[src/hdl/sbdt_pkg.sv]
// Shared types and constants for the suspend blocker deadline table.
// No dependencies.
package sbdt_pkg;

    localparam logic [2:0] MODE_START  = 3'd0;
    localparam logic [2:0] MODE_STOP   = 3'd1;
    localparam logic [2:0] MODE_SWEEP  = 3'd2;
    localparam logic [2:0] MODE_QUERY  = 3'd3;
    localparam logic [2:0] MODE_FREEZE = 3'd4;

    localparam logic [2:0] STAT_OK        = 3'd0;
    localparam logic [2:0] STAT_FROZEN    = 3'd1;
    localparam logic [2:0] STAT_FULL      = 3'd2;
    localparam logic [2:0] STAT_NOT_FOUND = 3'd3;
    localparam logic [2:0] STAT_REFUSED   = 3'd4;

    localparam logic REG_MAX_DURATION = 1'b0;

    localparam logic [30:0] DEFAULT_MAX_DURATION_MS = 31'(15 * 60 * 1000);
    localparam logic [30:0] REMAIN_MAX              = 31'h7FFF_FFFF;

    typedef struct packed {
        logic load;
        logic issue;
        logic commit;
        logic report;
    } sbdt_cmd_t;

    typedef struct packed {
        logic last_addr;
    } sbdt_sts_t;

endpackage

[src/hdl/sbdt_ram.sv]
// Generic single-port-write, single-port-read RAM with registered read data.
// No dependencies.
module sbdt_ram #(
    parameter int WIDTH = 32,
    parameter int DEPTH = 16
) (
    input  logic                     clk,
    input  logic                     we,
    input  logic [$clog2(DEPTH)-1:0] waddr,
    input  logic [WIDTH-1:0]         wdata,
    input  logic [$clog2(DEPTH)-1:0] raddr,
    output logic [WIDTH-1:0]         rdata
);
    logic [WIDTH-1:0] mem_reg [DEPTH];
    logic [WIDTH-1:0] rdata_reg;

    always_ff @(posedge clk)
    begin
        if (we)
        begin
            mem_reg[waddr] <= wdata;
        end
        rdata_reg <= mem_reg[raddr];
    end

    assign rdata = rdata_reg;
endmodule

[src/hdl/sbdt_ctrl.sv]
// Sequencer for the deadline table: accept, table walk, drain, commit, report.
// Depends on sbdt_pkg.
module sbdt_ctrl (
    input  logic              clk,
    input  logic              rst_n,
    input  logic              start,
    output logic              busy,
    input  sbdt_pkg::sbdt_sts_t sts,
    output sbdt_pkg::sbdt_cmd_t cmd
);
    import sbdt_pkg::*;

    typedef enum logic [4:0] {
        S_IDLE   = 5'b00001,
        S_SCAN   = 5'b00010,
        S_DRAIN  = 5'b00100,
        S_COMMIT = 5'b01000,
        S_REPORT = 5'b10000
    } state_t;

    state_t state_reg;
    state_t state_next;

    always_comb
    begin
        state_next = state_reg;
        cmd        = '0;
        busy       = 1'b1;
        unique case (state_reg)
            S_IDLE:
            begin
                busy = 1'b0;
                if (start)
                begin
                    cmd.load   = 1'b1;
                    state_next = S_SCAN;
                end
            end
            S_SCAN:
            begin
                cmd.issue = 1'b1;
                if (sts.last_addr)
                begin
                    state_next = S_DRAIN;
                end
            end
            S_DRAIN:
            begin
                state_next = S_COMMIT;
            end
            S_COMMIT:
            begin
                cmd.commit = 1'b1;
                state_next = S_REPORT;
            end
            S_REPORT:
            begin
                cmd.report = 1'b1;
                state_next = S_IDLE;
            end
            default:
            begin
                state_next = S_IDLE;
            end
        endcase
    end

    always_ff @(posedge clk or negedge rst_n)
    begin
        if (!rst_n)
        begin
            state_reg <= S_IDLE;
        end
        else
        begin
            state_reg <= state_next;
        end
    end
endmodule

[src/hdl/sbdt_dp.sv]
// Datapath: item registers, tag and deadline RAMs, valid bits, walk statistics.
// Depends on sbdt_pkg and sbdt_ram.
module sbdt_dp #(
    parameter int TABLE_DEPTH = 16,
    parameter int TAG_BITS    = 32,
    parameter int TIME_BITS   = 48
) (
    input  logic                clk,
    input  logic                rst_n,
    input  sbdt_pkg::sbdt_cmd_t cmd,
    output sbdt_pkg::sbdt_sts_t sts,
    input  logic [2:0]          mode,
    input  logic                thaw_flag,
    input  logic [31:0]         activity_tag,
    input  logic [30:0]         hold_ms,
    input  logic [47:0]         time_ms,
    input  logic [30:0]         max_hold_ms,
    output logic                done,
    output logic [2:0]          status,
    output logic [4:0]          active_count,
    output logic                can_sleep,
    output logic [30:0]         max_remaining_ms,
    output logic [4:0]          removed_count
);
    import sbdt_pkg::*;

    localparam int IDX_W   = $clog2(TABLE_DEPTH);
    localparam int COUNT_W = $clog2(TABLE_DEPTH + 1);

    logic [2:0]           mode_reg;
    logic                 thaw_reg;
    logic [TAG_BITS-1:0]  tag_reg;
    logic [30:0]          dur_reg;
    logic [TIME_BITS-1:0] now_reg;
    logic [TIME_BITS-1:0] dl_reg;

    logic [IDX_W-1:0]       addr_reg,       addr_next;
    logic                   rd_vld_reg;
    logic [IDX_W-1:0]       rd_idx_reg;
    logic [TABLE_DEPTH-1:0] valid_reg,      valid_next;
    logic                   frozen_reg,     frozen_next;
    logic                   matched_reg,    matched_next;
    logic                   free_found_reg, free_found_next;
    logic [IDX_W-1:0]       free_slot_reg,  free_slot_next;
    logic [COUNT_W-1:0]     count_reg,      count_next;
    logic [COUNT_W-1:0]     removed_reg,    removed_next;
    logic [TIME_BITS-1:0]   best_reg,       best_next;
    logic [2:0]             stat_reg,       stat_next;

    logic        done_reg;
    logic [2:0]  status_out_reg;
    logic [4:0]  active_out_reg;
    logic        sleep_out_reg;
    logic [30:0] remain_out_reg;
    logic [4:0]  removed_out_reg;

    logic [TAG_BITS-1:0]  tag_rd;
    logic [TIME_BITS-1:0] dl_rd;
    logic [63:0]          tag_ext;
    logic [63:0]          time_ext;
    logic [30:0]          dur_clamped;
    logic [TIME_BITS:0]   dl_sum;
    logic [TIME_BITS-1:0] dl_sat;
    logic [TIME_BITS-1:0] diff;
    logic [30:0]          remain;

    logic is_start, is_stop, is_sweep, is_freeze;
    logic rd_v, hit, expired, kill, live, store, ram_we;

    assign tag_ext     = 64'(activity_tag);
    assign time_ext    = 64'(time_ms);
    assign dur_clamped = (hold_ms > max_hold_ms) ? max_hold_ms : hold_ms;

    assign dl_sum = {1'b0, now_reg} + (TIME_BITS + 1)'(dur_reg);
    assign dl_sat = dl_sum[TIME_BITS] ? '1 : dl_sum[TIME_BITS-1:0];

    assign is_start  = (mode_reg == MODE_START);
    assign is_stop   = (mode_reg == MODE_STOP);
    assign is_sweep  = (mode_reg == MODE_SWEEP);
    assign is_freeze = (mode_reg == MODE_FREEZE);

    assign rd_v    = valid_reg[rd_idx_reg];
    assign hit     = rd_vld_reg && rd_v && (is_start || is_stop) && !matched_reg
                     && (tag_rd == tag_reg);
    assign expired = (dl_rd < now_reg);
    assign kill    = rd_vld_reg && rd_v && is_sweep && expired;
    assign live    = rd_vld_reg && rd_v && !hit && !expired;
    assign store   = is_start && !frozen_reg && free_found_reg;
    assign ram_we  = cmd.commit && store;

    assign sts.last_addr = (addr_reg == IDX_W'(TABLE_DEPTH - 1));

    // remaining time, saturated to 31 bits
    assign diff   = best_reg - now_reg;
    assign remain = (count_reg == '0) ? '0 :
                    ((diff > TIME_BITS'(REMAIN_MAX)) ? REMAIN_MAX : diff[30:0]);

    sbdt_ram #(
        .WIDTH (TAG_BITS),
        .DEPTH (TABLE_DEPTH)
    ) u_tag_ram (
        .clk   (clk),
        .we    (ram_we),
        .waddr (free_slot_reg),
        .wdata (tag_reg),
        .raddr (addr_reg),
        .rdata (tag_rd)
    );

    sbdt_ram #(
        .WIDTH (TIME_BITS),
        .DEPTH (TABLE_DEPTH)
    ) u_dl_ram (
        .clk   (clk),
        .we    (ram_we),
        .waddr (free_slot_reg),
        .wdata (dl_reg),
        .raddr (addr_reg),
        .rdata (dl_rd)
    );

    always_comb
    begin
        addr_next       = addr_reg;
        valid_next      = valid_reg;
        frozen_next     = frozen_reg;
        matched_next    = matched_reg;
        free_found_next = free_found_reg;
        free_slot_next  = free_slot_reg;
        count_next      = count_reg;
        removed_next    = removed_reg;
        best_next       = best_reg;
        stat_next       = stat_reg;

        if (cmd.load)
        begin
            addr_next       = '0;
            matched_next    = 1'b0;
            free_found_next = 1'b0;
            count_next      = '0;
            removed_next    = '0;
            best_next       = '0;
        end

        if (cmd.issue)
        begin
            addr_next = addr_reg + 1'b1;
        end

        if (hit)
        begin
            valid_next[rd_idx_reg] = 1'b0;
            matched_next           = 1'b1;
        end
        if (kill)
        begin
            valid_next[rd_idx_reg] = 1'b0;
            removed_next           = removed_reg + 1'b1;
        end
        if (rd_vld_reg && !free_found_reg && (!rd_v || hit))
        begin
            free_found_next = 1'b1;
            free_slot_next  = rd_idx_reg;
        end
        if (live)
        begin
            count_next = count_reg + 1'b1;
            if (dl_rd > best_reg)
            begin
                best_next = dl_rd;
            end
        end

        if (cmd.commit)
        begin
            stat_next = STAT_OK;
            if (is_start)
            begin
                if (frozen_reg)
                begin
                    stat_next = STAT_FROZEN;
                end
                else if (!free_found_reg)
                begin
                    stat_next = STAT_FULL;
                end
            end
            else if (is_stop && !matched_reg)
            begin
                stat_next = STAT_NOT_FOUND;
            end
            else if (is_freeze)
            begin
                if (thaw_reg)
                begin
                    frozen_next = 1'b0;
                end
                else if (count_reg != '0)
                begin
                    stat_next = STAT_REFUSED;
                end
                else
                begin
                    frozen_next = 1'b1;
                end
            end

            if (store)
            begin
                valid_next[free_slot_reg] = 1'b1;
                count_next                = count_reg + 1'b1;
                if (dl_reg > best_reg)
                begin
                    best_next = dl_reg;
                end
            end
        end
    end

    always_ff @(posedge clk or negedge rst_n)
    begin
        if (!rst_n)
        begin
            addr_reg   <= '0;
            rd_vld_reg <= 1'b0;
            valid_reg  <= '0;
            frozen_reg <= 1'b0;
            done_reg   <= 1'b0;
        end
        else
        begin
            addr_reg   <= addr_next;
            rd_vld_reg <= cmd.issue;
            valid_reg  <= valid_next;
            frozen_reg <= frozen_next;
            done_reg   <= cmd.report;
        end
    end

    always_ff @(posedge clk)
    begin
        if (cmd.load)
        begin
            mode_reg <= mode;
            thaw_reg <= thaw_flag;
            tag_reg  <= tag_ext[TAG_BITS-1:0];
            dur_reg  <= dur_clamped;
            now_reg  <= time_ext[TIME_BITS-1:0];
        end
        dl_reg         <= dl_sat;
        rd_idx_reg     <= addr_reg;
        matched_reg    <= matched_next;
        free_found_reg <= free_found_next;
        free_slot_reg  <= free_slot_next;
        count_reg      <= count_next;
        removed_reg    <= removed_next;
        best_reg       <= best_next;
        stat_reg       <= stat_next;
        if (cmd.report)
        begin
            status_out_reg  <= stat_reg;
            active_out_reg  <= 5'(count_reg);
            sleep_out_reg   <= (count_reg == '0);
            remain_out_reg  <= remain;
            removed_out_reg <= 5'(removed_reg);
        end
    end

    assign done             = done_reg;
    assign status           = status_out_reg;
    assign active_count     = active_out_reg;
    assign can_sleep        = sleep_out_reg;
    assign max_remaining_ms = remain_out_reg;
    assign removed_count    = removed_out_reg;
endmodule

[src/hdl/suspend_blocker_deadline_table.sv]
// Top level of the suspend blocker deadline table: APB register, sequencer, datapath.
// Depends on sbdt_pkg, sbdt_ctrl, sbdt_dp (and sbdt_ram below it).
//
//   channel   handshake                    fields
//   -------   --------------------------   ---------------------------------------
//   item in   start && !busy               mode, thaw_flag, activity_tag, hold_ms,
//                                          time_ms
//   result    done (one cycle)             status, active_count, can_sleep,
//                                          max_remaining_ms, removed_count
//   config    psel&penable&pwrite&pready   paddr, pwdata (hold cap at 0x0)
//
// An accepted item runs through the walk over the tag and deadline RAMs, one
// entry per cycle, then the drain, commit and report states; done is registered
// from the report state. busy stays high from acceptance until done; the next
// item may start in the cycle done is shown. Reset clears the valid bits and
// the freeze; no clearing pass is needed. Results cannot be held off.
module suspend_blocker_deadline_table #(
    parameter int TABLE_DEPTH = 16,
    parameter int TAG_BITS    = 32,
    parameter int TIME_BITS   = 48
) (
    input  logic        clk,
    input  logic        rst_n,
    input  logic        start,
    output logic        busy,
    input  logic [2:0]  mode,
    input  logic        thaw_flag,
    input  logic [31:0] activity_tag,
    input  logic [30:0] hold_ms,
    input  logic [47:0] time_ms,
    output logic        done,
    output logic [2:0]  status,
    output logic [4:0]  active_count,
    output logic        can_sleep,
    output logic [30:0] max_remaining_ms,
    output logic [4:0]  removed_count,
    input  logic        psel,
    input  logic        penable,
    input  logic        pwrite,
    input  logic [2:0]  paddr,
    input  logic [31:0] pwdata,
    output logic [31:0] prdata,
    output logic        pready
);
    import sbdt_pkg::*;

    sbdt_cmd_t   cmd;
    sbdt_sts_t   sts;
    logic [30:0] max_dur_reg;
    logic [30:0] max_dur_next;
    logic        cfg_wr;

    assign pready = 1'b1;
    assign cfg_wr = psel && penable && pwrite && pready && (paddr[2] == REG_MAX_DURATION);
    assign max_dur_next = cfg_wr ? pwdata[30:0] : max_dur_reg;
    assign prdata = (paddr[2] == REG_MAX_DURATION) ? {1'b0, max_dur_reg} : '0;

    always_ff @(posedge clk or negedge rst_n)
    begin
        if (!rst_n)
        begin
            max_dur_reg <= DEFAULT_MAX_DURATION_MS;
        end
        else
        begin
            max_dur_reg <= max_dur_next;
        end
    end

    sbdt_ctrl u_ctrl (
        .clk   (clk),
        .rst_n (rst_n),
        .start (start),
        .busy  (busy),
        .sts   (sts),
        .cmd   (cmd)
    );

    sbdt_dp #(
        .TABLE_DEPTH (TABLE_DEPTH),
        .TAG_BITS    (TAG_BITS),
        .TIME_BITS   (TIME_BITS)
    ) u_dp (
        .clk              (clk),
        .rst_n            (rst_n),
        .cmd              (cmd),
        .sts              (sts),
        .mode             (mode),
        .thaw_flag        (thaw_flag),
        .activity_tag     (activity_tag),
        .hold_ms          (hold_ms),
        .time_ms          (time_ms),
        .max_hold_ms      (max_dur_reg),
        .done             (done),
        .status           (status),
        .active_count     (active_count),
        .can_sleep        (can_sleep),
        .max_remaining_ms (max_remaining_ms),
        .removed_count    (removed_count)
    );

`ifndef SYNTHESIS
    a_done_after_busy: assert property (@(posedge clk) disable iff (!rst_n)
        done |-> $past(busy))
        else $error("result without an item in flight");

    a_accept_busy: assert property (@(posedge clk) disable iff (!rst_n)
        (start && !busy) |=> busy)
        else $error("accepted item did not raise busy");

    a_cmd_onehot: assert property (@(posedge clk) disable iff (!rst_n)
        $onehot0({cmd.load, cmd.issue, cmd.commit, cmd.report}))
        else $error("overlapping sequencer commands");

    a_sleep_remain: assert property (@(posedge clk) disable iff (!rst_n)
        (done && can_sleep) |-> (max_remaining_ms == '0))
        else $error("remaining time reported with nothing unexpired");

    a_sweep_ok: assert property (@(posedge clk) disable iff (!rst_n)
        (done && (removed_count != '0)) |-> (status == STAT_OK))
        else $error("removals reported with a failing status");
`endif
endmodule
[config.mk]
export PLATFORM = sky130hd
export DESIGN_NAME = suspend_blocker_deadline_table
export DESIGN_NICKNAME = d
export VERILOG_FILES = /design/src/hdl/sbdt_pkg.sv /design/src/hdl/sbdt_ram.sv /design/src/hdl/sbdt_ctrl.sv /design/src/hdl/sbdt_dp.sv /design/src/hdl/suspend_blocker_deadline_table.sv
export SDC_FILE = /design/constraint.sdc
export NUM_CORES = 2
export LEC_CHECK = 0
export BUFFER_PORTS_ARGS = -buffer_cell sky130_fd_sc_hd__clkbuf_2
export CAP_MARGIN = 15
export CORE_ASPECT_RATIO = 0.5
export CORE_MARGIN = 8
export CORE_UTILIZATION = 60
export CTS_BUF_LIST = sky130_fd_sc_hd__clkbuf_8
export CTS_CLUSTER_DIAMETER = 60
export DETAILED_ROUTE_END_ITERATION = 8
export PLACE_DENSITY = 0.77
export RECOVER_POWER = 50
export SKIP_LAST_GASP = 1
export SYNTH_ARGS = -nofsm -noshare
export SYNTH_HDL_FRONTEND = slang
export SYNTH_SLANG_ARGS = --single-unit
[constraint.sdc]
create_clock -name clk -period 8.8 [get_ports clk]
set_clock_uncertainty 0.1 [all_clocks]
set_input_delay 0.88 -clock clk [delete_from_list [all_inputs] [get_ports clk]]
set_output_delay 0.88 -clock clk [all_outputs]
set_load 0.02 [all_outputs]
==> impl_metrics.tcl <==
set metrics [dict create \
    rows 90 \
    worstHoldStart "pwdata[24]" \
    fillers 8044 \
    post_cts_buffers 0 \
    min_delay_path_depth 2 \
    worstPathArrival_ps 6890 \
    die_w_um 506.7 \
    violations "capacitance limit, slew limit" \
    grt_pass1_vias 43230 \
    wl_met2_um 80250 \
    met1Wirelength_um 72950 \
    io_pins 236 \
    cts_root_buffer "clkbuf_8" \
    vias 42270 \
    seq_area_um2 48840 \
    via_per_inst 6.206 \
    grt_setup_unrepaired "false" \
    leakage_nw 28.38 \
    io_buffers 230 \
    layout_common_cells "edfxtp_1, clkbuf_8, o21ai_0, ha_1, mux2i_1" \
    dpl_cell_area_um2 75180 \
    max_freq_mhz 162.5 \
    yosysSeqAreaShare_pct 67.61 \
    min_period_ps 6155 \
    gr-total-overflow 0 \
    grt_max_degree 121 \
    rr_startpoint "u_ctrl.state_reg[3]" \
    outcome "finished with violations" \
    worstSkewPairLatency_ps 940 \
    synth_nets 5030 \
    synth_edf_count 1452 \
    place_ws_ps 3600 \
    relSlewSlack_pct -192.7 \
    grt_pass1_wl_um 259900 \
    final-hold-violation-count 0 \
    die-area_um2 132400 \
    cap_violations 10 \
    grt_util_all_layers_pct 25.83 \
    slew_violations 476 \
    p_per_area_nw_per_um2 254.3 \
    drtPass1Iterations 7 \
    avgSynthCellArea_um2 15.65 \
    routed.top_layer "met4" \
    numCtsBuffers 221 \
    core_um2 120000 \
    area_growth_pct 11.27 \
    ys_ff_latch 1698 \
    clk_path_buf_depth 3 \
    cts_tree "done" \
    drtAntennaViolNets 0 \
    post_cts_resized 0 \
    drt-initial-drc-count 4413 \
    design_area_um2 80370 \
    ir_drop_v 0.0001820 \
    cts_sinks 1698 \
    hold_class "in -> reg" \
    dp.final_hpwl_um 101300 \
    gp_congestion 0.8978 \
    yosys.area.top_type "edfxtp_1" \
    crit_path_end_kind "flip-flop" \
    crit_type "reg -> reg" \
    antenna_found_initial 6 \
    wl_met3_um 17170 \
    yosys-top-cells-area "edfxtp_1, dfxtp_1, mux4_2, ha_1, mux2_2" \
    htree_levels 4 \
    drc 0 \
    cts.clk_slew.worst_paths_ps 70 \
    synth_flop_cell "edfxtp_1" \
    async_flop_share_pct 3.475 \
    tns_ps 0 \
    dieHeight_um 261.3 \
    period_share_pct 69.95 \
    startpoint "u_ctrl.state_reg[3]" \
    finalWirelength_um 174200 \
    path_max_fanout 76 \
    cp-start-kind "flip-flop" \
    layout_setup_ws_ps 2645 \
    finalSetupViolCount 0 \
    final_nets 5411 \
    multi_input_area_um2 22070 \
    tightest_slew_ps 4391 \
    start_util_pct 60.17 \
    wl_per_cell_um 25.57 \
    synth_top_area_share_pct 60.36 \
    ys_warn_count 0 \
    final_common_cell "edfxtp_1" \
    synthCells 4616 \
    reg2regPathDepth 8 \
    largest_register_ffs 768 \
    required_ps 9530 \
    ys_types 89 \
    syn_area_um2 72230 \
    drive_gt1_share_pct 19.11 \
]
report_power, final:
part	total (mW)	internal (mW)	switching [mW]
clock	5.92	2.98	2.94
combinational	3.74	1.71	2.03
sequential	10.8	9.75	1.03
cells in the mapped netlist (5+ instances only):
library cell	instances
and2_1	7
nand4_1	55
o21ai_0	264
nand2_1	216
nor3_1	31
mux4_2	165
mux2_2	238
buf_6	10
buf_1	47
buf_4	6
o211ai_1	7
a21o_1	88
o21a_1	20
a22oi_1	81
nand2b_1	37
a221oi_1	85
dfstp_2	12
nor2_1	155
a31oi_1	18
or3_1	7
ha_1	256
edfxtp_1	1452
a21oi_1	214
dfrtp_1	47
clkbuf_1	137
xor2_1	51
a21oi_2	32
nor4_1	11
o21bai_1	8
nor2b_1	31
nand3_1	45
mux2i_1	244
a211oi_1	5
dfxtp_1	187
nand3b_1	6
xnor2_1	54
a31o_2	6
o31ai_1	9
and4_1	7
a41oi_1	5
inv_1	150
and3_1	19
per-stage QoR:
step                      hold WS, ps  total power [mW]  cells  util, %
after floorplan                 245.4             13.24   4616        -
after CTS                       5.398             20.44   6806    67.09
final                           98.14             20.43   6812    66.95
after detailed placement        327.7             14.57   6308    62.63
after global routing            46.61             21.28   6811    66.95
after global placement          326.6             14.38   6308    62.63
cell families (layout without fill, tap and decap cells):
family	Yosys count	count (layout)	synth area share, %
simple gates	654	654	4.370
other cells	2	8	0.01040
compound gates	897	897	7.994
fa+ha+maj	258	258	4.490
xor+xnor	105	105	1.273
flops	1698	1698	67.61
buf+inv	355	935	2.013
mux	647	647	12.24
worst max-delay path, cell delays in order (launching register included):
cell,delay [ps]
dfrtp_1,420
nor3_1,110
nand3b_1,150
or2_0,540
clkinvlp_2,2770
buf_4,1340
nor2_1,180
mux2_2,160
mux2_2,140
worst paths after layout:
| kind | to | slack (ps) |
|---|---|---|
| setup / recovery | u_dp.best_reg[34] | 2640 |
| hold / removal | max_dur_reg[24] | 100 |
| setup reg to reg | u_dp.best_reg[34] | 2640 |
| hold reg to reg | u_dp.status[0] | 330 |
| max in group asynchronous | u_dp.addr_reg[1] | 3920 |
| min in group asynchronous | u_dp.valid_reg[3] | 1830 |
metal layers:
| metal | vias up | GRT usage, % |
|---|---|---|
| met3 | 281 | 6.386 |
| met5 | - | 0 |
| li1 | 18830 | - |
| met4 | 0 | 7.218 |
| met2 | 1944 | 41.17 |
| met1 | 21220 | 35.92 |
layout make-up:
type	instances	share of cell area [%]
inverter	151	0.7068
antenna	6	0.01868
multi-input combinational	2563	27.47
timing repair buffer	362	2.813
clock buffer	271	4.641
sequential	1698	60.78
clock inverter	151	1.071
tap	1610	2.506
repair_timing:
action                                  4_1_cts  5_1_grt
endpoints found under the setup margin        0        0
endpoints found under the hold margin       101        0
hold buffers                                 76        0
Power figures use the tool's default switching activity.
